## src/rtl/core/e2c_pkg.sv

```systemverilog
// Shared types and constants for the epoch seconds to calendar converter.
// Used by the controller, the datapath and the top level; no dependencies.
`timescale 1ns / 1ps

package e2c_pkg;

  // conversion constants
  localparam int unsigned SEC_PER_MIN    = 60;
  localparam int unsigned HOURS_PER_QUAD = 1461 * 24;
  localparam int unsigned HOURS_PER_YEAR = 8760;
  localparam int unsigned HOURS_PER_DAY  = 24;
  localparam int unsigned BASE_YEAR      = 1970;
  localparam int unsigned FEB29_DOY      = 60;
  localparam int unsigned LAST_MONTH_IDX = 11;
  localparam int unsigned YEAR_STEPS     = 3;

  // reciprocals: floor(x / d) == (x * m) >> s over the operand range in use
  localparam logic [31:0] RCP_MIN  = 32'h8888_8889;  // d = 60, s = 37, any 32-bit x
  localparam int unsigned SHR_MIN  = 37;
  localparam logic [31:0] RCP_QUAD = 32'd1959830;    // d = 35064, s = 36, x below 2^21
  localparam int unsigned SHR_QUAD = 36;
  localparam logic [31:0] RCP_DAY  = 32'hAAAA_AAAB;  // d = 24, s = 36, any 32-bit x
  localparam int unsigned SHR_DAY  = 36;

  // controller states
  typedef enum logic [3:0] {
    ST_IDLE,
    ST_MUL_SEC,
    ST_SPLIT_SEC,
    ST_MUL_MIN,
    ST_SPLIT_MIN,
    ST_MUL_QUAD,
    ST_SPLIT_QUAD,
    ST_YEAR,
    ST_MUL_DAY,
    ST_MPREP,
    ST_MWALK,
    ST_DONE
  } state_t;

  // datapath operations
  typedef enum logic [3:0] {
    OP_NONE,
    OP_START,
    OP_MUL_MIN,
    OP_SPLIT_SEC,
    OP_SPLIT_MIN,
    OP_MUL_QUAD,
    OP_SPLIT_QUAD,
    OP_YEAR,
    OP_MUL_DAY,
    OP_MPREP,
    OP_MWALK
  } op_t;

  typedef struct packed {
    op_t op;
  } cmd_t;

  typedef struct packed {
    logic walk_done;
  } status_t;

  // days in each month of a common year, index 0 is january
  function automatic logic [4:0] month_len(input logic [3:0] idx);
    logic [4:0] len;
    case (idx)
      4'd1:    len = 5'd28;
      4'd3:    len = 5'd30;
      4'd5:    len = 5'd30;
      4'd8:    len = 5'd30;
      4'd10:   len = 5'd30;
      default: len = 5'd31;
    endcase
    return len;
  endfunction

endpackage

```

## src/rtl/core/e2c_ctrl.sv

```systemverilog
// Sequencing state machine of the epoch seconds to calendar converter.
// Depends on e2c_pkg; drives datapath commands and reads its status.
`timescale 1ns / 1ps

module e2c_ctrl (
  input  logic             clk,
  input  logic             rst_n,
  input  logic             start,
  input  e2c_pkg::status_t status,
  output e2c_pkg::cmd_t    cmd,
  output logic             busy,
  output logic             done
);

  localparam logic [1:0] YR_LAST = 2'(e2c_pkg::YEAR_STEPS - 1);

  e2c_pkg::state_t state_r, state_nxt;
  logic [1:0]      cnt_r, cnt_nxt;

  // state and step counter
  always_ff @(posedge clk) begin
    if (!rst_n) begin
      state_r <= e2c_pkg::ST_IDLE;
      cnt_r   <= '0;
    end else begin
      state_r <= state_nxt;
      cnt_r   <= cnt_nxt;
    end
  end

  // next state
  always_comb begin
    state_nxt = state_r;
    cnt_nxt   = cnt_r;
    case (state_r)
      e2c_pkg::ST_IDLE: begin
        if (start) state_nxt = e2c_pkg::ST_MUL_SEC;
      end
      e2c_pkg::ST_MUL_SEC:   state_nxt = e2c_pkg::ST_SPLIT_SEC;
      e2c_pkg::ST_SPLIT_SEC: state_nxt = e2c_pkg::ST_MUL_MIN;
      e2c_pkg::ST_MUL_MIN:   state_nxt = e2c_pkg::ST_SPLIT_MIN;
      e2c_pkg::ST_SPLIT_MIN: state_nxt = e2c_pkg::ST_MUL_QUAD;
      e2c_pkg::ST_MUL_QUAD:  state_nxt = e2c_pkg::ST_SPLIT_QUAD;
      e2c_pkg::ST_SPLIT_QUAD: begin
        state_nxt = e2c_pkg::ST_YEAR;
        cnt_nxt   = YR_LAST;
      end
      e2c_pkg::ST_YEAR: begin
        cnt_nxt = cnt_r - 2'd1;
        if (cnt_r == '0) state_nxt = e2c_pkg::ST_MUL_DAY;
      end
      e2c_pkg::ST_MUL_DAY: state_nxt = e2c_pkg::ST_MPREP;
      e2c_pkg::ST_MPREP:   state_nxt = e2c_pkg::ST_MWALK;
      e2c_pkg::ST_MWALK: begin
        if (status.walk_done) state_nxt = e2c_pkg::ST_DONE;
      end
      e2c_pkg::ST_DONE: state_nxt = e2c_pkg::ST_IDLE;
      default: state_nxt = e2c_pkg::ST_IDLE;
    endcase
  end

  // command and handshake outputs
  always_comb begin
    cmd.op = e2c_pkg::OP_NONE;
    busy   = 1'b1;
    done   = 1'b0;
    case (state_r)
      e2c_pkg::ST_IDLE: begin
        busy = 1'b0;
        if (start) cmd.op = e2c_pkg::OP_START;
      end
      e2c_pkg::ST_MUL_SEC:    cmd.op = e2c_pkg::OP_MUL_MIN;
      e2c_pkg::ST_SPLIT_SEC:  cmd.op = e2c_pkg::OP_SPLIT_SEC;
      e2c_pkg::ST_MUL_MIN:    cmd.op = e2c_pkg::OP_MUL_MIN;
      e2c_pkg::ST_SPLIT_MIN:  cmd.op = e2c_pkg::OP_SPLIT_MIN;
      e2c_pkg::ST_MUL_QUAD:   cmd.op = e2c_pkg::OP_MUL_QUAD;
      e2c_pkg::ST_SPLIT_QUAD: cmd.op = e2c_pkg::OP_SPLIT_QUAD;
      e2c_pkg::ST_YEAR:       cmd.op = e2c_pkg::OP_YEAR;
      e2c_pkg::ST_MUL_DAY:    cmd.op = e2c_pkg::OP_MUL_DAY;
      e2c_pkg::ST_MPREP:      cmd.op = e2c_pkg::OP_MPREP;
      e2c_pkg::ST_MWALK:      cmd.op = e2c_pkg::OP_MWALK;
      e2c_pkg::ST_DONE:       done   = 1'b1;
      default:                cmd.op = e2c_pkg::OP_NONE;
    endcase
  end

endmodule

```

## src/rtl/core/e2c_datapath.sv

```systemverilog
// Datapath of the epoch seconds to calendar converter: shared reciprocal
// multiplier, year reduction and month walk. Depends on e2c_pkg.
`timescale 1ns / 1ps

module e2c_datapath (
  input  logic             clk,
  input  e2c_pkg::cmd_t    cmd,
  input  logic [31:0]      in_epoch_seconds,
  output e2c_pkg::status_t status,
  output logic [11:0]      out_year,
  output logic [3:0]       out_month,
  output logic [4:0]       out_day,
  output logic [4:0]       out_hour,
  output logic [5:0]       out_minute,
  output logic [5:0]       out_second
);

  localparam logic [31:0] D_MIN  = 32'(e2c_pkg::SEC_PER_MIN);
  localparam logic [31:0] D_QUAD = 32'(e2c_pkg::HOURS_PER_QUAD);
  localparam logic [15:0] D_DAY  = 16'(e2c_pkg::HOURS_PER_DAY);
  localparam logic [15:0] YH     = 16'(e2c_pkg::HOURS_PER_YEAR);
  localparam logic [11:0] BASE   = 12'(e2c_pkg::BASE_YEAR);
  localparam logic [8:0]  FEB29  = 9'(e2c_pkg::FEB29_DOY);
  localparam logic [3:0]  LASTM  = 4'(e2c_pkg::LAST_MONTH_IDX);

  // value being split, registered product and hours left in the block
  logic [31:0] x_r, x_nxt;
  logic [63:0] prod_r, prod_nxt;
  logic [15:0] r_r, r_nxt;
  logic [5:0]  sec_r, sec_nxt;
  logic [5:0]  min_r, min_nxt;
  logic [4:0]  hr_r, hr_nxt;
  logic [11:0] year_r, year_nxt;
  logic [8:0]  doy_r, doy_nxt;
  logic [3:0]  mon_r, mon_nxt;
  logic        feb29_r, feb29_nxt;

  logic [31:0] mul_a;
  logic [31:0] rcp;
  logic [63:0] mul_p;
  logic [31:0] quo_min, rem_min;
  logic [31:0] quo_quad, rem_quad;
  logic [15:0] quo_day, rem_day;
  logic        leap;
  logic [15:0] yh;
  logic [8:0]  doy1;
  logic [8:0]  mlen;

  // reciprocal multiplier operands
  always_comb begin
    mul_a = x_r;
    rcp   = e2c_pkg::RCP_MIN;
    case (cmd.op)
      e2c_pkg::OP_MUL_QUAD: rcp = e2c_pkg::RCP_QUAD;
      e2c_pkg::OP_MUL_DAY: begin
        mul_a = {16'b0, r_r};
        rcp   = e2c_pkg::RCP_DAY;
      end
      default: rcp = e2c_pkg::RCP_MIN;
    endcase
  end

  assign mul_p = {32'b0, mul_a} * {32'b0, rcp};

  // quotients from the product, remainders by constant multiply and subtract
  assign quo_min  = 32'(prod_r >> e2c_pkg::SHR_MIN);
  assign rem_min  = x_r - quo_min * D_MIN;
  assign quo_quad = 32'(prod_r >> e2c_pkg::SHR_QUAD);
  assign rem_quad = x_r - quo_quad * D_QUAD;
  assign quo_day  = 16'(prod_r >> e2c_pkg::SHR_DAY);
  assign rem_day  = r_r - quo_day * D_DAY;

  assign leap = (year_r[1:0] == 2'b00);
  assign yh   = leap ? (YH + D_DAY) : YH;
  assign doy1 = quo_day[8:0] + 9'd1;
  assign mlen = {4'b0, e2c_pkg::month_len(mon_r)};

  assign status.walk_done = feb29_r || (mon_r == LASTM) || (doy_r <= mlen);

  // operation select
  always_comb begin
    x_nxt     = x_r;
    prod_nxt  = prod_r;
    r_nxt     = r_r;
    sec_nxt   = sec_r;
    min_nxt   = min_r;
    hr_nxt    = hr_r;
    year_nxt  = year_r;
    doy_nxt   = doy_r;
    mon_nxt   = mon_r;
    feb29_nxt = feb29_r;
    case (cmd.op)
      e2c_pkg::OP_START: begin
        x_nxt = in_epoch_seconds;
      end
      e2c_pkg::OP_MUL_MIN, e2c_pkg::OP_MUL_QUAD, e2c_pkg::OP_MUL_DAY: begin
        prod_nxt = mul_p;
      end
      e2c_pkg::OP_SPLIT_SEC: begin
        sec_nxt = rem_min[5:0];
        x_nxt   = quo_min;
      end
      e2c_pkg::OP_SPLIT_MIN: begin
        min_nxt = rem_min[5:0];
        x_nxt   = quo_min;
      end
      e2c_pkg::OP_SPLIT_QUAD: begin
        // whole four-year blocks, remainder kept in r as hours
        year_nxt = BASE + {4'b0, quo_quad[5:0], 2'b00};
        r_nxt    = rem_quad[15:0];
      end
      e2c_pkg::OP_YEAR: begin
        if (r_r >= yh) begin
          r_nxt    = r_r - yh;
          year_nxt = year_r + 12'd1;
        end
      end
      e2c_pkg::OP_MPREP: begin
        hr_nxt = rem_day[4:0];
        if (leap && (doy1 == FEB29)) begin
          feb29_nxt = 1'b1;
          mon_nxt   = 4'd1;
          doy_nxt   = 9'd29;
        end else begin
          feb29_nxt = 1'b0;
          mon_nxt   = 4'd0;
          doy_nxt   = (leap && (doy1 > FEB29)) ? (doy1 - 9'd1) : doy1;
        end
      end
      e2c_pkg::OP_MWALK: begin
        if (!status.walk_done) begin
          doy_nxt = doy_r - mlen;
          mon_nxt = mon_r + 4'd1;
        end
      end
      default: begin
      end
    endcase
  end

  // payload registers
  always_ff @(posedge clk) begin
    x_r     <= x_nxt;
    prod_r  <= prod_nxt;
    r_r     <= r_nxt;
    sec_r   <= sec_nxt;
    min_r   <= min_nxt;
    hr_r    <= hr_nxt;
    year_r  <= year_nxt;
    doy_r   <= doy_nxt;
    mon_r   <= mon_nxt;
    feb29_r <= feb29_nxt;
  end

  // result fields
  assign out_year   = year_r;
  assign out_month  = mon_r + 4'd1;
  assign out_day    = doy_r[4:0];
  assign out_hour   = hr_r;
  assign out_minute = min_r;
  assign out_second = sec_r;

endmodule

```

## src/rtl/core/epoch_seconds_to_calendar_core.sv

```systemverilog
// Top level of the epoch seconds to calendar converter.
// Depends on e2c_pkg, e2c_ctrl and e2c_datapath.
`timescale 1ns / 1ps

// Converts an unsigned 32-bit count of seconds since 1970-01-01 00:00:00
// into year, month, day, hour, minute and second, treating every year
// divisible by four as a leap year. A request is taken when start is high
// and busy is low; busy then stays high until the result has been shown.
// The result is on the out_ ports for exactly one cycle with out_valid
// high, and the receiver cannot stall it. A shared 32 by 32 multiplier
// applies reciprocal constants for the divisions by 60, 60, 35064 and 24,
// each a multiply step and a split step, plus three year steps, one to
// twelve month steps and the strobe. A new request is taken in the cycle
// after the strobe.
module epoch_seconds_to_calendar_core (
  input  logic        clk,
  input  logic        rst_n,
  input  logic        start,
  output logic        busy,
  input  logic [31:0] in_epoch_seconds,
  output logic        out_valid,
  output logic [11:0] out_year,
  output logic [3:0]  out_month,
  output logic [4:0]  out_day,
  output logic [4:0]  out_hour,
  output logic [5:0]  out_minute,
  output logic [5:0]  out_second
);

  e2c_pkg::cmd_t    cmd;
  e2c_pkg::status_t status;

  // sequencer
  e2c_ctrl u_ctrl (
    .clk    (clk),
    .rst_n  (rst_n),
    .start  (start),
    .status (status),
    .cmd    (cmd),
    .busy   (busy),
    .done   (out_valid)
  );

  // arithmetic
  e2c_datapath u_dp (
    .clk              (clk),
    .cmd              (cmd),
    .in_epoch_seconds (in_epoch_seconds),
    .status           (status),
    .out_year         (out_year),
    .out_month        (out_month),
    .out_day          (out_day),
    .out_hour         (out_hour),
    .out_minute       (out_minute),
    .out_second       (out_second)
  );

endmodule

```

## config.mk

```make
export PLATFORM = sky130hd
export DESIGN_NAME = epoch_seconds_to_calendar_core
export DESIGN_NICKNAME = d
export VERILOG_FILES = /design/src/rtl/core/e2c_pkg.sv /design/src/rtl/core/e2c_ctrl.sv /design/src/rtl/core/e2c_datapath.sv /design/src/rtl/core/epoch_seconds_to_calendar_core.sv
export SDC_FILE = /design/constraint.sdc
export NUM_CORES = 2
export LEC_CHECK = 0
export CAP_MARGIN = 20
export CORE_ASPECT_RATIO = 0.9
export CORE_MARGIN = 4
export CORE_UTILIZATION = 50
export DETAILED_ROUTE_END_ITERATION = 10
export DONT_BUFFER_PORTS = 1
export PLACE_DENSITY = 0.65
export SKIP_LAST_GASP = 1
export SLEW_MARGIN = 20
export SYNTH_ARGS = -nofsm -noshare
export SYNTH_HDL_FRONTEND = slang
export SYNTH_HIERARCHICAL = 1
export SYNTH_SLANG_ARGS = --single-unit
```

## constraint.sdc

```tcl
create_clock -name clk -period 9.37 [get_ports clk]
set_input_delay 0.4685 -clock clk [delete_from_list [all_inputs] [get_ports clk]]
set_output_delay 0.4685 -clock clk [all_outputs]
set_load 0.03 [all_outputs]
```

# Word level (Yosys, flattened, before mapping)
# Index checks and enable logic that the tools add are counted.
[word_totals]
wordCells = 107
out_inout_bits = 40
input_bits = 35
reg_bits = 161
[op_classes]
n_reduce_logical = 18
addsub = 11
mux = 26
multipliers = 4
magnitude_cmp = 3
eq_ne = 33
[op_table]
columns = ["operator", "count"]
rows = [
  ["one-hot mux 32 bit (2 select lines)", 2],
  ["multiplier 32 x 32 -> 64 bit", 1],
  ["one-hot mux 4 bit (11 select lines)", 1],
  ["equality test 4 bit (second input constant)", 10],
  ["one-hot mux 4 bit (10 select lines)", 1],
  ["equality test 4 x 3 -> 1 bit (second input constant)", 9],
  ["2-to-1 mux 32 bit", 1],
  ["one-hot mux 16 bit (2 select lines)", 1],
  ["multiplier 28 x 13 -> 13 bit (second input constant)", 1],
  ["multiplier 27 x 4 -> 4 bit (second input constant)", 1],
  ["2-to-1 mux 9 bit", 3],
  ["one-hot mux 12 bit (2 select lines)", 1],
  ["equality test 4 x 2 -> 1 bit (second input constant)", 5],
  ["one-hot mux 9 bit (2 select lines)", 1],
  ["greater-or-equal comparator 16 x 14 -> 1 bit", 1],
  ["multiplier 16 x 2 -> 2 bit (second input constant)", 1],
  ["2-to-1 mux 16 bit", 1],
  ["2-to-1 mux 4 bit", 4],
  ["subtractor 16 x 14 -> 16 bit", 1],
  ["subtractor 16 bit", 1],
  ["adder 11 x 8 -> 12 bit (first input constant)", 1],
  ["adder 12 x 1 -> 12 bit (second input constant)", 1],
  ["equality test 4 x 1 -> 1 bit (second input constant)", 3],
  ["2-to-1 mux 12 bit", 1],
  ["26 further kinds", 42],
]

# Depth between registers and ports, before layout
[depth]
word_depth = 7
mapped_depth = 39
mapped_depth_nobuf = 36

# By module
# Netlist, hierarchy kept.
[modules_own_cells]
columns = ["module", "cells_each", "area_each_um2", "n_inst"]
rows = [
  ["e2c_datapath", 3190, 32561.2, 1],
  ["e2c_ctrl", 52, 411.6, 1],
]

# Worst setup path before layout
# OpenSTA, ideal clock, no wires.
[synth_timing]
kind = "reg-to-reg"
startpoint = "register u_ctrl.state_r[3]"
endpoint = "register u_dp.prod_r[59] (data pin)"
required_ns = 9.111
setup_slack_ns = 0.128
setup_time_ns = 0.259
arrival_time_ns = 8.983
synth_period_minus_slack_ns = 9.242
path_buffers = 4
stages_incl_launch_ff = 37
cell_sequence = "dfxtp_1 -> and2b_2 -> buf_2 -> o21ai_0 -> o21ai_0 -> clkbuf_1 -> nor3_1 -> clkbuf_1 -> clkbuf_1 -> and2_1 -> a21oi_1 -> nor2_1 -> inv_1 -> fa_1 -> inv_1 -> fa_1 -> fa_1 -> inv_1 -> fa_1 -> inv_1 -> fa_1 -> inv_1 -> fa_1 -> inv_1 -> fa_1 -> fa_1 -> ha_1 -> a21oi_1 -> o21ai_0 -> a211oi_1 -> a31oi_1 -> nor3_2 -> nor2_1 -> o21ai_1 -> nor3b_1 -> o21ai_0 -> xnor2_1"
[synth_lines]
columns = ["element", "line_no", "source"]
rows = [
  ["start, declared", "e2c_ctrl.sv:17", "e2c_pkg::state_t state_r, state_nxt;"],
  ["start signal, assigned", "e2c_ctrl.sv:23", "state_r <= e2c_pkg::ST_IDLE;"],
  ["start signal, assigned", "e2c_ctrl.sv:26", "state_r <= state_nxt;"],
  ["end signal, assigned", "e2c_datapath.sv:144", "prod_r <= prod_nxt;"],
  ["end, declared", "e2c_datapath.sv:28", "logic [63:0] prod_r, prod_nxt;"],
]

==> out/metrics.yaml <==
start_kind: "flop"
wl_met3_mm: 6.02
firstDrtPassIters: 5
cpMostUsedCell: "fa_1"
top_layer_used: "met4"
period_share: 0.978
relSlewSlack: 0.311
design_area_um2: 37100
clkLatencyLatePin_ns: 0.44
final_util: 0.567
critPathSlowestCell: "or4b_4"
cp.required_ns: 9.55
cts.sinks: 125
status: "finished, final reports clean"
netlist_area_um2: 33000
start_util: 0.504
grt_pass1_wl_mm: 145
area_delta_synth_final_pct: 12.6
synth_area_leaders: "fa_1 40%, ha_1 20%, edfxtp_1 11%"
slew_viol_final: 0
wirelength_mm: 93.7
met2WireLength_mm: 42.8
worstSetupEndpointType: "flop"
wl_per_cell_um: 21.1
drc: 0
nNetsFinal: 4776
numCtsBuffers: 17
rows: 89
ant_nets: 0
avgViaCountPerCell: 5.20
gr-total-overflow: 0
cts_tree: "yes"
synth_commonest_cells: "913 x inv_1, 659 x fa_1, 528 x ha_1, 144 x nor2_1, 132 x nand2_1"
crit_fanout: 7
track_usage: 0.274
setup_viol: 0
ys.flop_type: "edfxtp_1"
min_period_ns: 9.16
yosys_warnings: 6
synth_most_common_cell: "inv_1"
synth_top_area_frac: 0.400
fin_cells: 4431
yosysTopAreaCell: "fa_1"
antenna_cells: 0
synth-seq-area-share: 0.112
hold_path_class: "input pin to flop"
synth-edff-count: 119
post-place-cells: 4387
dp_hpwl_mm: 83.5
synthesis.instances: 3242
die_x_um: 279
max_stage_delay_ns: 0.60
antenna_found_initial: 0
grt_pass1_vias: 24500
drv_cap: 0
fp.dieH_um: 252
fin_worst_skew_ns: 0.0234
h-tree-depth: 4
hold_violations: 0
layout_setup_ws_ns: 0.209
cts-root-buf: "clkbuf_16"
rsz0062_at_grt: "yes"
io_buffers: 0
globalplace.congestion: 0.978
avgSynthCellArea_um2: 10.2
placed_cell_area_um2: 36100
ios: 75
grt_max_degree: 37
die-area_um2: 70100
core-area_um2: 65500
drive_above_1_share: 0.121
cp.arrival_ns: 9.34
clockBufferDepth: 2
m1WireLength_mm: 40.9
critPathKind: "flop to flop"
ys_ff_latch: 125
max_freq_mhz: 109
yosys.cell_types.count: 76
vias: 23000
clk_pin_slew_ns: 0.07
initialDrtViolationCount: 1546
async_reset_ff_frac: 0
worst_pin_slew_ns: 1.03
pre_cts_ws_ns: -0.113
## path summary, 6_finish.rpt
| path | startpoint | slack [ns] | cells past startpoint | end |
|---|---|---|---|---|
| setup reg to reg | u_ctrl/state_r[3] | 0.21 | 38 | u_dp/prod_r[60] |
| hold / removal | rst_n | 0.15 | 2 | u_ctrl/state_r[1] |
| setup / recovery | u_ctrl/state_r[3] | 0.21 | 38 | u_dp/prod_r[60] |
| hold reg to reg | u_dp/r_r[2] | 0.54 | 0 | u_dp/out_hour[2] |
## critical path: cells and delay by family (launching register included)
kind	cells	cell delay, ns
fa+ha+maj	9	4.14
flops	1	0.37
xor+xnor	1	0.12
simple gates	10	2.02
buf+inv	13	1.44
compound gates	5	0.79
## cells in the final DEF, fill, tap and decap left out, types with 19 or more instances in the layout
cell / n
nor3_1: 23
ha_1: 523
and2_1: 25
nor2_1: 128
nand2_1: 123
edfxtp_1: 119
or2_2: 23
nand2b_1: 19
buf_4: 246
and3_1: 19
mux2_2: 23
xnor2_1: 96
clkbuf_16: 21
o21ai_0: 64
a21o_1: 40
nand3_1: 27
a21oi_1: 106
fa_1: 653
conb_1: 90
xor2_1: 47
inv_1: 896
## per-layer routing
layer / up-vias / track usage
met1: 11600 / 0.386
li1: 10600 / -
met5: - / 0
met4: 0 / 0.0892
met2: 729 / 0.441
met3: 158 / 0.0396
## sequential cells by signal, indices dropped and copies added, names as in the netlist
name             count
u_ctrl/state_r       4
u_dp/mon_r           4
u_dp/prod_r         28
u_dp/r_r            16
u_dp/doy_r           9
u_dp/x_r            32
u_dp/out_minute      6
u_dp/out_second      6
u_dp/out_year       12
u_dp/out_hour        5
u_ctrl/cnt_r         2
u_dp/feb29_r         1
## cell families after synthesis
group	synth area share
multiplexers	0.00877
XOR/XNOR	0.0380
flip-flops	0.112
buffers and inverters	0.111
AND/OR/NAND/NOR	0.0722
AO/OA/AOI/OAI	0.0573
adder cells (fa/ha/maj)	0.600
other	0.000228
## final cells by class
cell class | count | area (um2)
well taps | 864 | 1080
repair buffers | 254 | 2000
clock inverters | 12 | 125
clock buffers | 20 | 479
multi-input cells | 2240 | 26300
flip-flops and latches | 125 | 3700
inverters | 916 | 3450
fillers | 5818 | 28400
## timing repair
action / CTS / global route
setup endpoints to repair: 5 / 21
gates cloned: 0 / 2
hold buffers: 0 / 0
pin swaps: 1 / 26
resized for setup: 10 / 87
setup buffers: 1 / 10
## stage by stage
step	hold slack [ns]	TNS, ns
3_3_place_gp	0.520	-0.0639
3_5_place_dp	0.534	-0.118
4_1_cts	0.137	0
2_1_floorplan	0.451	0
5_1_grt	0.136	-0.133
6_report	0.154	0
Power is not shown: default switching activity piles up to over one toggle a cycle in this logic, so the estimate is an artifact.
